===== src/rtl/core/pmce_pkg.sv =====
// Shared types, codes and permutation functions for the permutation cipher mode engine.
// No dependencies; every other file of the block refers to this package by scoped names.
package pmce_pkg;

    localparam int BLOCK_BITS = 6;
    localparam int POS_W      = 3;
    localparam int SEG_W      = 3;
    localparam int KEY_W      = BLOCK_BITS * POS_W;
    localparam int MODE_W     = 3;
    localparam int CFG_IDX_W  = 2;
    localparam int CFG_DATA_W = KEY_W;

    localparam logic [MODE_W-1:0] MODE_ECB = 3'd0;
    localparam logic [MODE_W-1:0] MODE_CBC = 3'd1;
    localparam logic [MODE_W-1:0] MODE_CFB = 3'd2;
    localparam logic [MODE_W-1:0] MODE_OFB = 3'd3;
    localparam logic [MODE_W-1:0] MODE_CTR = 3'd4;

    localparam logic [CFG_IDX_W-1:0] REG_CIPHER_MODE = 2'd0;
    localparam logic [CFG_IDX_W-1:0] REG_DIRECTION   = 2'd1;
    localparam logic [CFG_IDX_W-1:0] REG_PERM_KEY    = 2'd2;
    localparam logic [CFG_IDX_W-1:0] REG_INIT_VECTOR = 2'd3;

    localparam logic [SEG_W-1:0] FULL_SEG = SEG_W'(BLOCK_BITS);

    typedef logic [BLOCK_BITS-1:0] blk_t;

    typedef struct packed {
        logic [MODE_W-1:0] cipher_mode;
        logic              direction;
        logic [KEY_W-1:0]  perm_key;
        blk_t              init_vector;
    } cfg_t;

    typedef struct packed {
        blk_t             data_in;
        logic [SEG_W-1:0] seg_bits;
        logic             starts_message;
    } item_t;

    typedef struct packed {
        blk_t             data_out;
        logic [SEG_W-1:0] out_bits;
        blk_t             chain_next;
    } dp_res_t;

    // Position 0 is the leftmost bit. Output position k takes input position key[k];
    // a source position beyond the block supplies a zero.
    function automatic blk_t enc_block(input blk_t x, input logic [KEY_W-1:0] key);
        blk_t             y;
        logic [POS_W-1:0] src;
        y = '0;
        for (int k = 0; k < BLOCK_BITS; k++) begin
            src = key[POS_W*k +: POS_W];
            if (src < POS_W'(BLOCK_BITS)) begin
                y[BLOCK_BITS-1-k] = x[POS_W'(BLOCK_BITS-1) - src];
            end
        end
        return y;
    endfunction

    // Inverse: input position k goes to output position key[k]; later k wins.
    function automatic blk_t dec_block(input blk_t y, input logic [KEY_W-1:0] key);
        blk_t             x;
        logic [POS_W-1:0] dst;
        x = '0;
        for (int k = 0; k < BLOCK_BITS; k++) begin
            dst = key[POS_W*k +: POS_W];
            if (dst < POS_W'(BLOCK_BITS)) begin
                x[POS_W'(BLOCK_BITS-1) - dst] = y[BLOCK_BITS-1-k];
            end
        end
        return x;
    endfunction

endpackage


===== src/rtl/core/pmce_item_if.sv =====
// Input channel of the permutation cipher mode engine: valid/ready plus one segment word.
// Depends on pmce_pkg for field widths.
interface pmce_item_if;
    logic                             valid;
    logic                             ready;
    logic [pmce_pkg::BLOCK_BITS-1:0]  data_in;
    logic [pmce_pkg::SEG_W-1:0]       seg_bits;
    logic                             starts_message;

    modport source (output valid, output data_in, output seg_bits, output starts_message,
                    input ready);
    modport sink   (input valid, input data_in, input seg_bits, input starts_message,
                    output ready);
endinterface


===== src/rtl/core/pmce_result_if.sv =====
// Result channel of the permutation cipher mode engine: valid/ready plus one segment word.
// Depends on pmce_pkg for field widths.
interface pmce_result_if;
    logic                             valid;
    logic                             ready;
    logic [pmce_pkg::BLOCK_BITS-1:0]  data_out;
    logic [pmce_pkg::SEG_W-1:0]       out_bits;

    modport source (output valid, output data_out, output out_bits, input ready);
    modport sink   (input valid, input data_out, input out_bits, output ready);
endinterface


===== src/rtl/core/pmce_cfg_if.sv =====
// Configuration write channel: valid/ready, register index and write data.
// Depends on pmce_pkg for field widths.
interface pmce_cfg_if;
    logic                              valid;
    logic                              ready;
    logic [pmce_pkg::CFG_IDX_W-1:0]    index;
    logic [pmce_pkg::CFG_DATA_W-1:0]   wdata;

    modport source (output valid, output index, output wdata, input ready);
    modport sink   (input valid, input index, input wdata, output ready);
endinterface


===== src/rtl/core/pmce_cfg_regs.sv =====
// Configuration register file of the permutation cipher mode engine.
// Depends on pmce_pkg and pmce_cfg_if.
module pmce_cfg_regs
(
    input  logic             clk,
    input  logic             rst_n,
    pmce_cfg_if.sink         cfg,
    output pmce_pkg::cfg_t   cfg_q
);

    pmce_pkg::cfg_t cfg_reg;
    pmce_pkg::cfg_t cfg_next;

    assign cfg.ready = 1'b1;
    assign cfg_q     = cfg_reg;

    always_comb
    begin
        cfg_next = cfg_reg;
        if (cfg.valid)
        begin
            case (cfg.index)
                pmce_pkg::REG_CIPHER_MODE:
                    cfg_next.cipher_mode = cfg.wdata[pmce_pkg::MODE_W-1:0];
                pmce_pkg::REG_DIRECTION:
                    cfg_next.direction = cfg.wdata[0];
                pmce_pkg::REG_PERM_KEY:
                    cfg_next.perm_key = cfg.wdata[pmce_pkg::KEY_W-1:0];
                pmce_pkg::REG_INIT_VECTOR:
                    cfg_next.init_vector = cfg.wdata[pmce_pkg::BLOCK_BITS-1:0];
                default:
                    cfg_next = cfg_reg;
            endcase
        end
    end

    always_ff @(posedge clk or negedge rst_n)
    begin
        if (!rst_n)
        begin
            cfg_reg <= '0;
        end
        else
        begin
            cfg_reg <= cfg_next;
        end
    end

endmodule


===== src/rtl/core/pmce_datapath.sv =====
// Single-pass cipher datapath: chain reload, segment masking, block permutation and
// chain update for all five modes. Depends on pmce_pkg.
module pmce_datapath
(
    input  pmce_pkg::cfg_t    cfg_q,
    input  pmce_pkg::item_t   item_q,
    input  pmce_pkg::blk_t    chain_q,
    output pmce_pkg::dp_res_t dp_res
);

    localparam logic [pmce_pkg::SEG_W-1:0] BLK_SEG = pmce_pkg::FULL_SEG;

    pmce_pkg::blk_t              chain_cur;
    pmce_pkg::blk_t              seg_mask;
    pmce_pkg::blk_t              d;
    pmce_pkg::blk_t              ks_full;
    pmce_pkg::blk_t              ks;
    pmce_pkg::blk_t              stream_res;
    pmce_pkg::blk_t              fb_word;
    logic [pmce_pkg::SEG_W-1:0]  s_eff;
    logic [pmce_pkg::SEG_W-1:0]  ks_shift;
    logic                        stream_mode;

    // Reload on message start; OFB starts from the encrypted IV.
    always_comb
    begin
        if (item_q.starts_message)
        begin
            if (cfg_q.cipher_mode == pmce_pkg::MODE_OFB)
            begin
                chain_cur = pmce_pkg::enc_block(cfg_q.init_vector, cfg_q.perm_key);
            end
            else
            begin
                chain_cur = cfg_q.init_vector;
            end
        end
        else
        begin
            chain_cur = chain_q;
        end
    end

    assign stream_mode = cfg_q.cipher_mode inside
                         {pmce_pkg::MODE_CFB, pmce_pkg::MODE_OFB, pmce_pkg::MODE_CTR};

    always_comb
    begin
        if (!stream_mode || item_q.seg_bits == '0 || item_q.seg_bits > BLK_SEG)
        begin
            s_eff = BLK_SEG;
        end
        else
        begin
            s_eff = item_q.seg_bits;
        end
    end

    assign seg_mask = ~({pmce_pkg::BLOCK_BITS{1'b1}} << s_eff);
    assign d        = item_q.data_in & seg_mask;
    assign ks_shift = BLK_SEG - s_eff;

    // OFB uses the chain word itself as keystream; CFB and CTR encrypt it.
    assign ks_full    = (cfg_q.cipher_mode == pmce_pkg::MODE_OFB) ? chain_cur
                        : pmce_pkg::enc_block(chain_cur, cfg_q.perm_key);
    assign ks         = ks_full >> ks_shift;
    assign stream_res = (ks ^ d) & seg_mask;
    assign fb_word    = cfg_q.direction ? d : stream_res;

    always_comb
    begin
        dp_res.out_bits   = s_eff;
        dp_res.data_out   = d;
        dp_res.chain_next = chain_cur;
        case (cfg_q.cipher_mode)
            pmce_pkg::MODE_ECB:
            begin
                dp_res.data_out = cfg_q.direction
                                  ? pmce_pkg::dec_block(d, cfg_q.perm_key)
                                  : pmce_pkg::enc_block(d, cfg_q.perm_key);
            end
            pmce_pkg::MODE_CBC:
            begin
                if (cfg_q.direction)
                begin
                    dp_res.data_out   = pmce_pkg::dec_block(d, cfg_q.perm_key) ^ chain_cur;
                    dp_res.chain_next = d;
                end
                else
                begin
                    dp_res.data_out   = pmce_pkg::enc_block(chain_cur ^ d, cfg_q.perm_key);
                    dp_res.chain_next = dp_res.data_out;
                end
            end
            pmce_pkg::MODE_CFB:
            begin
                dp_res.data_out   = stream_res;
                dp_res.chain_next = (chain_cur << s_eff) | fb_word;
            end
            pmce_pkg::MODE_OFB:
            begin
                dp_res.data_out   = stream_res;
                dp_res.chain_next = pmce_pkg::enc_block(chain_cur, cfg_q.perm_key);
            end
            pmce_pkg::MODE_CTR:
            begin
                dp_res.data_out   = stream_res;
                dp_res.chain_next = chain_cur + pmce_pkg::BLOCK_BITS'(1);
            end
            default:
            begin
                // Unused mode codes pass the word through.
                dp_res.data_out = d;
            end
        endcase
    end

endmodule


===== src/rtl/core/permutation_cipher_mode_engine_core.sv =====
// Top level of the permutation cipher mode engine.
// Depends on pmce_pkg, the channel interfaces, pmce_cfg_regs and pmce_datapath.

// Encrypts or decrypts one segment word of up to six bits per item with a six-bit
// bit-permutation block cipher run in ECB, CBC, CFB, OFB or CTR mode. Each accepted
// word produces exactly one result word, in order. An item enters an input register,
// passes through permutation, XOR and chain update, then lands in the result register.
// The block takes a new word every cycle while the result slot is free or drained; the
// sustained rate is one word per cycle, set by the single chain register that each word
// reads and updates in the cycle it leaves the input register. While the result is not
// taken, the input register still accepts one word, then both stages hold. Set
// starts_message on the first word of a message to reload the chain from init_vector
// (from its encryption in OFB). Write configuration only while idle.
module permutation_cipher_mode_engine_core
(
    input  logic        clk,
    input  logic        rst_n,
    pmce_cfg_if.sink    cfg,
    pmce_item_if.sink   item,
    pmce_result_if.source result
);

    pmce_pkg::cfg_t    cfg_q;
    pmce_pkg::dp_res_t dp_res;

    // Input stage.
    logic              stg_vld_reg;
    logic              stg_vld_next;
    pmce_pkg::item_t   stg_data_reg;

    // Result stage.
    logic                        res_vld_reg;
    logic                        res_vld_next;
    pmce_pkg::blk_t              res_data_reg;
    logic [pmce_pkg::SEG_W-1:0]  res_bits_reg;

    // Chain, shift register or counter, depending on mode.
    pmce_pkg::blk_t    chain_reg;
    pmce_pkg::blk_t    chain_next;

    logic advance;
    logic take;
    logic fire;

    pmce_cfg_regs u_cfg_regs
    (
        .clk   (clk),
        .rst_n (rst_n),
        .cfg   (cfg),
        .cfg_q (cfg_q)
    );

    pmce_datapath u_datapath
    (
        .cfg_q  (cfg_q),
        .item_q (stg_data_reg),
        .chain_q(chain_reg),
        .dp_res (dp_res)
    );

    // Advance the pipe whenever the result slot is free or being drained.
    assign advance    = !res_vld_reg || result.ready;
    assign item.ready = !stg_vld_reg || advance;
    assign take       = item.valid && item.ready;
    // A word leaves the input stage and commits its chain update.
    assign fire       = stg_vld_reg && advance;

    assign stg_vld_next = take ? 1'b1 : (advance ? 1'b0 : stg_vld_reg);
    assign res_vld_next = advance ? stg_vld_reg : res_vld_reg;
    assign chain_next   = fire ? dp_res.chain_next : chain_reg;

    assign result.valid    = res_vld_reg;
    assign result.data_out = res_data_reg;
    assign result.out_bits = res_bits_reg;

    always_ff @(posedge clk or negedge rst_n)
    begin
        if (!rst_n)
        begin
            stg_vld_reg <= 1'b0;
            res_vld_reg <= 1'b0;
            chain_reg   <= '0;
        end
        else
        begin
            stg_vld_reg <= stg_vld_next;
            res_vld_reg <= res_vld_next;
            chain_reg   <= chain_next;
        end
    end

    // Payload registers: input on handshake, result when a word leaves the input stage.
    always_ff @(posedge clk)
    begin
        if (take)
        begin
            stg_data_reg.data_in        <= item.data_in;
            stg_data_reg.seg_bits       <= item.seg_bits;
            stg_data_reg.starts_message <= item.starts_message;
        end
        if (fire)
        begin
            res_data_reg <= dp_res.data_out;
            res_bits_reg <= dp_res.out_bits;
        end
    end

`ifndef SYNTHESIS
    // An empty result slot never blocks the input.
    a_ready_when_empty: assert property (@(posedge clk) disable iff (!rst_n)
        !res_vld_reg |-> item.ready)
        else $error("input stalled with empty result stage");

    // A stalled input stage keeps its word.
    a_stage_hold: assert property (@(posedge clk) disable iff (!rst_n)
        stg_vld_reg && !advance |=> stg_vld_reg && $stable(stg_data_reg))
        else $error("input stage lost its word during a stall");

    // Result length stays within the block.
    a_bits_range: assert property (@(posedge clk) disable iff (!rst_n)
        res_vld_reg |-> res_bits_reg != '0 && res_bits_reg <= pmce_pkg::FULL_SEG)
        else $error("out_bits outside 1..block size");

    // No result bits above the segment length.
    a_bits_clean: assert property (@(posedge clk) disable iff (!rst_n)
        res_vld_reg |-> (res_data_reg >> res_bits_reg) == '0)
        else $error("data_out has bits above out_bits");

    // The chain moves only when a word is processed.
    a_chain_quiet: assert property (@(posedge clk) disable iff (!rst_n)
        !fire |=> $stable(chain_reg))
        else $error("chain register changed without a word");
`endif

endmodule

===== src/flat_wrapper.sv =====
// flat-port wrapper written by rule: the top's interface ports become plain ports
module permutation_cipher_mode_engine_core_flat 
  (clk, rst_n, cfg_valid, cfg_index, cfg_wdata, cfg_ready, item_valid, item_data_in, item_seg_bits, item_starts_message, item_ready, result_valid, result_data_out, result_out_bits, result_ready);
  pmce_cfg_if cfg_i ();
  pmce_item_if item_i ();
  pmce_result_if result_i ();
  input  logic clk;
  input  logic rst_n;
  input wire logic [$bits(cfg_i.valid)-1:0] cfg_valid;
  input wire logic [$bits(cfg_i.index)-1:0] cfg_index;
  input wire logic [$bits(cfg_i.wdata)-1:0] cfg_wdata;
  output wire logic [$bits(cfg_i.ready)-1:0] cfg_ready;
  input wire logic [$bits(item_i.valid)-1:0] item_valid;
  input wire logic [$bits(item_i.data_in)-1:0] item_data_in;
  input wire logic [$bits(item_i.seg_bits)-1:0] item_seg_bits;
  input wire logic [$bits(item_i.starts_message)-1:0] item_starts_message;
  output wire logic [$bits(item_i.ready)-1:0] item_ready;
  output wire logic [$bits(result_i.valid)-1:0] result_valid;
  output wire logic [$bits(result_i.data_out)-1:0] result_data_out;
  output wire logic [$bits(result_i.out_bits)-1:0] result_out_bits;
  input wire logic [$bits(result_i.ready)-1:0] result_ready;
  assign cfg_i.valid = cfg_valid;
  assign cfg_i.index = cfg_index;
  assign cfg_i.wdata = cfg_wdata;
  assign cfg_ready = cfg_i.ready;
  assign item_i.valid = item_valid;
  assign item_i.data_in = item_data_in;
  assign item_i.seg_bits = item_seg_bits;
  assign item_i.starts_message = item_starts_message;
  assign item_ready = item_i.ready;
  assign result_valid = result_i.valid;
  assign result_data_out = result_i.data_out;
  assign result_out_bits = result_i.out_bits;
  assign result_i.ready = result_ready;
  permutation_cipher_mode_engine_core u_core (.clk(clk), .rst_n(rst_n), .cfg(cfg_i), .item(item_i), .result(result_i));
endmodule

===== config.mk =====
export PLATFORM = sky130hd
export DESIGN_NAME = permutation_cipher_mode_engine_core_flat
export DESIGN_NICKNAME = d
export VERILOG_FILES = /design/src/rtl/core/pmce_pkg.sv /design/src/rtl/core/pmce_item_if.sv /design/src/rtl/core/pmce_result_if.sv /design/src/rtl/core/pmce_cfg_if.sv /design/src/rtl/core/pmce_cfg_regs.sv /design/src/rtl/core/pmce_datapath.sv /design/src/rtl/core/permutation_cipher_mode_engine_core.sv /design/src/flat_wrapper.sv
export SDC_FILE = /design/constraint.sdc
export NUM_CORES = 1
export LEC_CHECK = 0
export CORE_MARGIN = 4
export CORE_UTILIZATION = 45
export DETAILED_ROUTE_END_ITERATION = 8
export DONT_BUFFER_PORTS = 1
export MAX_ROUTING_LAYER = met4
export PLACE_DENSITY = 0.71
export SLEW_MARGIN = 20
export SYNTH_ARGS = -nofsm -noshare
export SYNTH_HDL_FRONTEND = slang
export SYNTH_HIERARCHICAL = 1
export SYNTH_SLANG_ARGS = --single-unit

===== constraint.sdc =====
create_clock -name clk -period 6 [get_ports clk]
set_clock_uncertainty 0.15 [all_clocks]
set_input_delay 1.2 -clock clk [delete_from_list [all_inputs] [get_ports clk]]
set_output_delay 1.2 -clock clk [all_outputs]
set_load 0.005 [all_outputs]

==> impl_metrics.py <==
metrics = {
    "clock_network": {
        "cts_hold_buf": 0,
        "cts_buffers": 5,
        "h-tree-depth": 2,
        "ctsResizeCount": 0,
        "clk_path_buf_depth": 2,
        "cts_tree": "built",
        "clockRootBuffer": "clkbuf_16",
        "cts_sinks": 55,
        "clkTransAtPathRegs_ns": 0.08,
        "clk_latency_ns": 0.32,
        "cts_setup_buffers": 0,
    },
    "routing": {
        "post-route-drc-count": 0,
        "dr.pass1.iters": 8,
        "num_vias": 6311,
        "via_per_inst": 7.11,
        "drtAntennaViolNets": 0,
        "avgRoutedWirePerCell_um": 27.6,
        "drt_iter0_drc": 887,
        "routed_wl_um": 24500,
    },
    "flow_run": {
        "max_cap_violations": 0,
    },
    "sta": {
        "hold_viol_final": 0,
        "max-slew-margin-rel_pct": 31.8,
        "slew_viol_final": 0,
        "fmax_mhz": 187,
        "fin_crit_ns": 5.33,
        "finalCritPeriodShare_pct": 88.9,
        "rsz0062_at_grt": "false",
        "worst_pin_slew_ns": 1.02,
        "setup_ws_ns": 0.666,
        "finalSetupViolCount": 0,
        "fin_setup_tns_ns": 0,
    },
    "worst_setup_path": {
        "cp.required_ns": 5.91,
        "ff2ff_path_depth": 15,
        "cp-end-kind": "flop",
        "reg2reg_to": "u_core/result.data_out[3]",
        "critPathMaxFanout": 19,
        "reg2reg_slack_ns": 0.67,
        "worstPathArrival_ns": 5.24,
        "worst-setup-path-type": "reg -> reg",
        "crit_path_start_kind": "flop",
        "r2r_start": "u_core/u_cfg_regs/cfg_q[26]",
    },
    "global_routing": {
        "antenna_found_initial": 0,
        "grtUsageTotal_pct": 30.9,
        "grt_pass1_wl_um": 36600,
        "grt_pass1_vias": 5952,
        "grt_max_degree": 37,
        "overflow": 0,
    },
    "logic_synthesis": {
        "synth_top_area_share_pct": 14.4,
        "ys.flop_type": "dfrtp_1",
        "synth-seq-cells": 55,
        "syn_area_um2": 6240,
        "synth.distinct_cells": 91,
        "synth.area.top_cells": "dfrtp_1 (14%), edfxtp_1 (9.1%), ha_1 (5.6%)",
        "yosysMostFrequentCell": "nand2_1",
        "async_flop_share_pct": 65.5,
        "syn-num-nets": 796,
        "synth_commonest_cells": "nand2_1 (76), nor2_1 (62), a21oi_1 (38)",
        "synth_enable_flop_cells": 19,
        "avgSynthCellArea_um2": 8.51,
        "yosys.area.top_type": "dfrtp_1",
        "syn_inst": 733,
        "yosys_warnings": 6,
        "synth-seq-area-share_pct": 23.6,
    },
    "floorplan": {
        "fp.dieW_um": 126,
        "die_y_um": 126,
        "row_count": 42,
        "ios": 47,
        "die_area_um2": 15800,
        "core-area_um2": 13400,
        "start_util_pct": 46.6,
    },
    "layout": {
        "final_layout_size_suffix_gt1_share_pct": 13.9,
        "final_core_util_pct": 48.5,
        "syn_to_final_growth_pct": 4.19,
        "final_nets": 773,
        "largest_reg_flops": 28,
    },
    "worst_hold_path": {
        "min_to": "u_core/u_cfg_regs/cfg_q[24]",
        "min_from": "u_core/u_cfg_regs/cfg_q[24]",
        "hold_depth": 1,
        "hold_class": "reg -> reg",
    },
    "power_and_ir_drop": {
        "p_leak_nw": 2.52,
        "ir_worst_vdd_mv": 0.210,
        "power_density_nw_per_um2": 386,
    },
    "placement": {
        "place_ws_ns": 0.826,
        "hpwlAfterDp_um": 18600,
        "place_congestion": 1.10,
        "io_buffers": 0,
    },
    "status": {
        "status": "complete, no violations",
    },
}
-- report_power, final --
group	switching, W	internal [W]
sequential	0.000146	0.000472
combinational	0.000979	0.000604
clock	0.000154	0.000155
-- metrics by stage --
stage,area (um2),hold slack [ns],power (W),instances
2_1_floorplan,6240,0.323,0.00167,733
3_3_place_gp,6360,0.345,0.00212,879
3_5_place_dp,6360,0.348,0.00213,879
4_1_cts,6500,0.365,0.00245,887
5_1_grt,6500,0.378,0.00262,887
6_report,6500,0.362,0.00251,888
-- worst max-delay path: stages (launching register included) --
cell	delay, ns
dfrtp_1	0.59
or3b_1	0.65
nand2_1	0.24
nand3_1	0.41
inv_1	0.54
ha_1	0.23
inv_1	0.04
ha_1	0.22
nor2b_1	0.48
xnor2_1	0.34
nand2_1	0.11
o2111ai_1	0.14
o311ai_2	0.18
a32o_1	0.25
a2111oi_2	0.36
o31ai_1	0.13
-- worst max path at each step --
stage | startpoint | endpoint | slack (ns) | depth (start not counted)
finish | u_core/u_cfg_regs/cfg_q[26] | u_core/result.data_out[3] | 0.67 | 15
global route | u_core/u_cfg_regs/cfg_q[26] | u_core/chain_reg[1] | 0.38 | 16
global placement | u_core/u_cfg_regs/cfg_q[26] | u_core/result.data_out[3] | 1.04 | 15
CTS | u_core/u_cfg_regs/cfg_q[26] | u_core/result.data_out[3] | 0.79 | 15
floorplan | u_core/u_cfg_regs/cfg_q[26] | u_core/result.data_out[3] | 1.92 | 19
detailed placement | u_core/u_cfg_regs/cfg_q[26] | u_core/result.data_out[3] | 0.83 | 15
-- cell usage in the layout (no fill, tap or decap), types with 16 or more instances in the layout --
master,instances
mux2_4,16
nand3_1,25
edfxtp_1,19
buf_4,16
mux2_2,29
o21ai_0,22
a21oi_1,38
ha_1,28
nor2_1,62
dfrtp_1,36
inv_1,33
xnor2_1,17
nand2_1,76
-- metal layers --
layer  up-vias  track usage [%]  wire, um
met5         -                -         0
met1      3020             40.3      9980
met2       443             44.5     10500
li1       2752                -         -
met4         0             14.4      1330
met3        96             8.81      2770
-- cell type report --
cell class | count | area, um2
well taps | 176 | 220
multi-input cells | 595 | 4400
diodes | 1 | 2.50
flip-flops and latches | 55 | 1470
repair buffers | 16 | 120
clock buffers | 5 | 125
clock inverters | 3 | 17.5
fillers | 1308 | 6900
inverters | 37 | 141
-- cell families (layout without fill, tap and decap cells) --
group | count (synthesis) | in the layout | share of synthesized area (%)
AO/OA/AOI/OAI | 223 | 223 | 27.0
flip-flops | 55 | 55 | 23.6
other | 1 | 2 | 0.0601
multiplexers | 62 | 62 | 13.6
XOR/XNOR | 21 | 21 | 3.25
buffers and inverters | 83 | 61 | 5.86
adder cells (fa/ha/maj) | 29 | 29 | 5.78
AND/OR/NAND/NOR | 259 | 259 | 20.9
(Power assumes the default switching activity.)
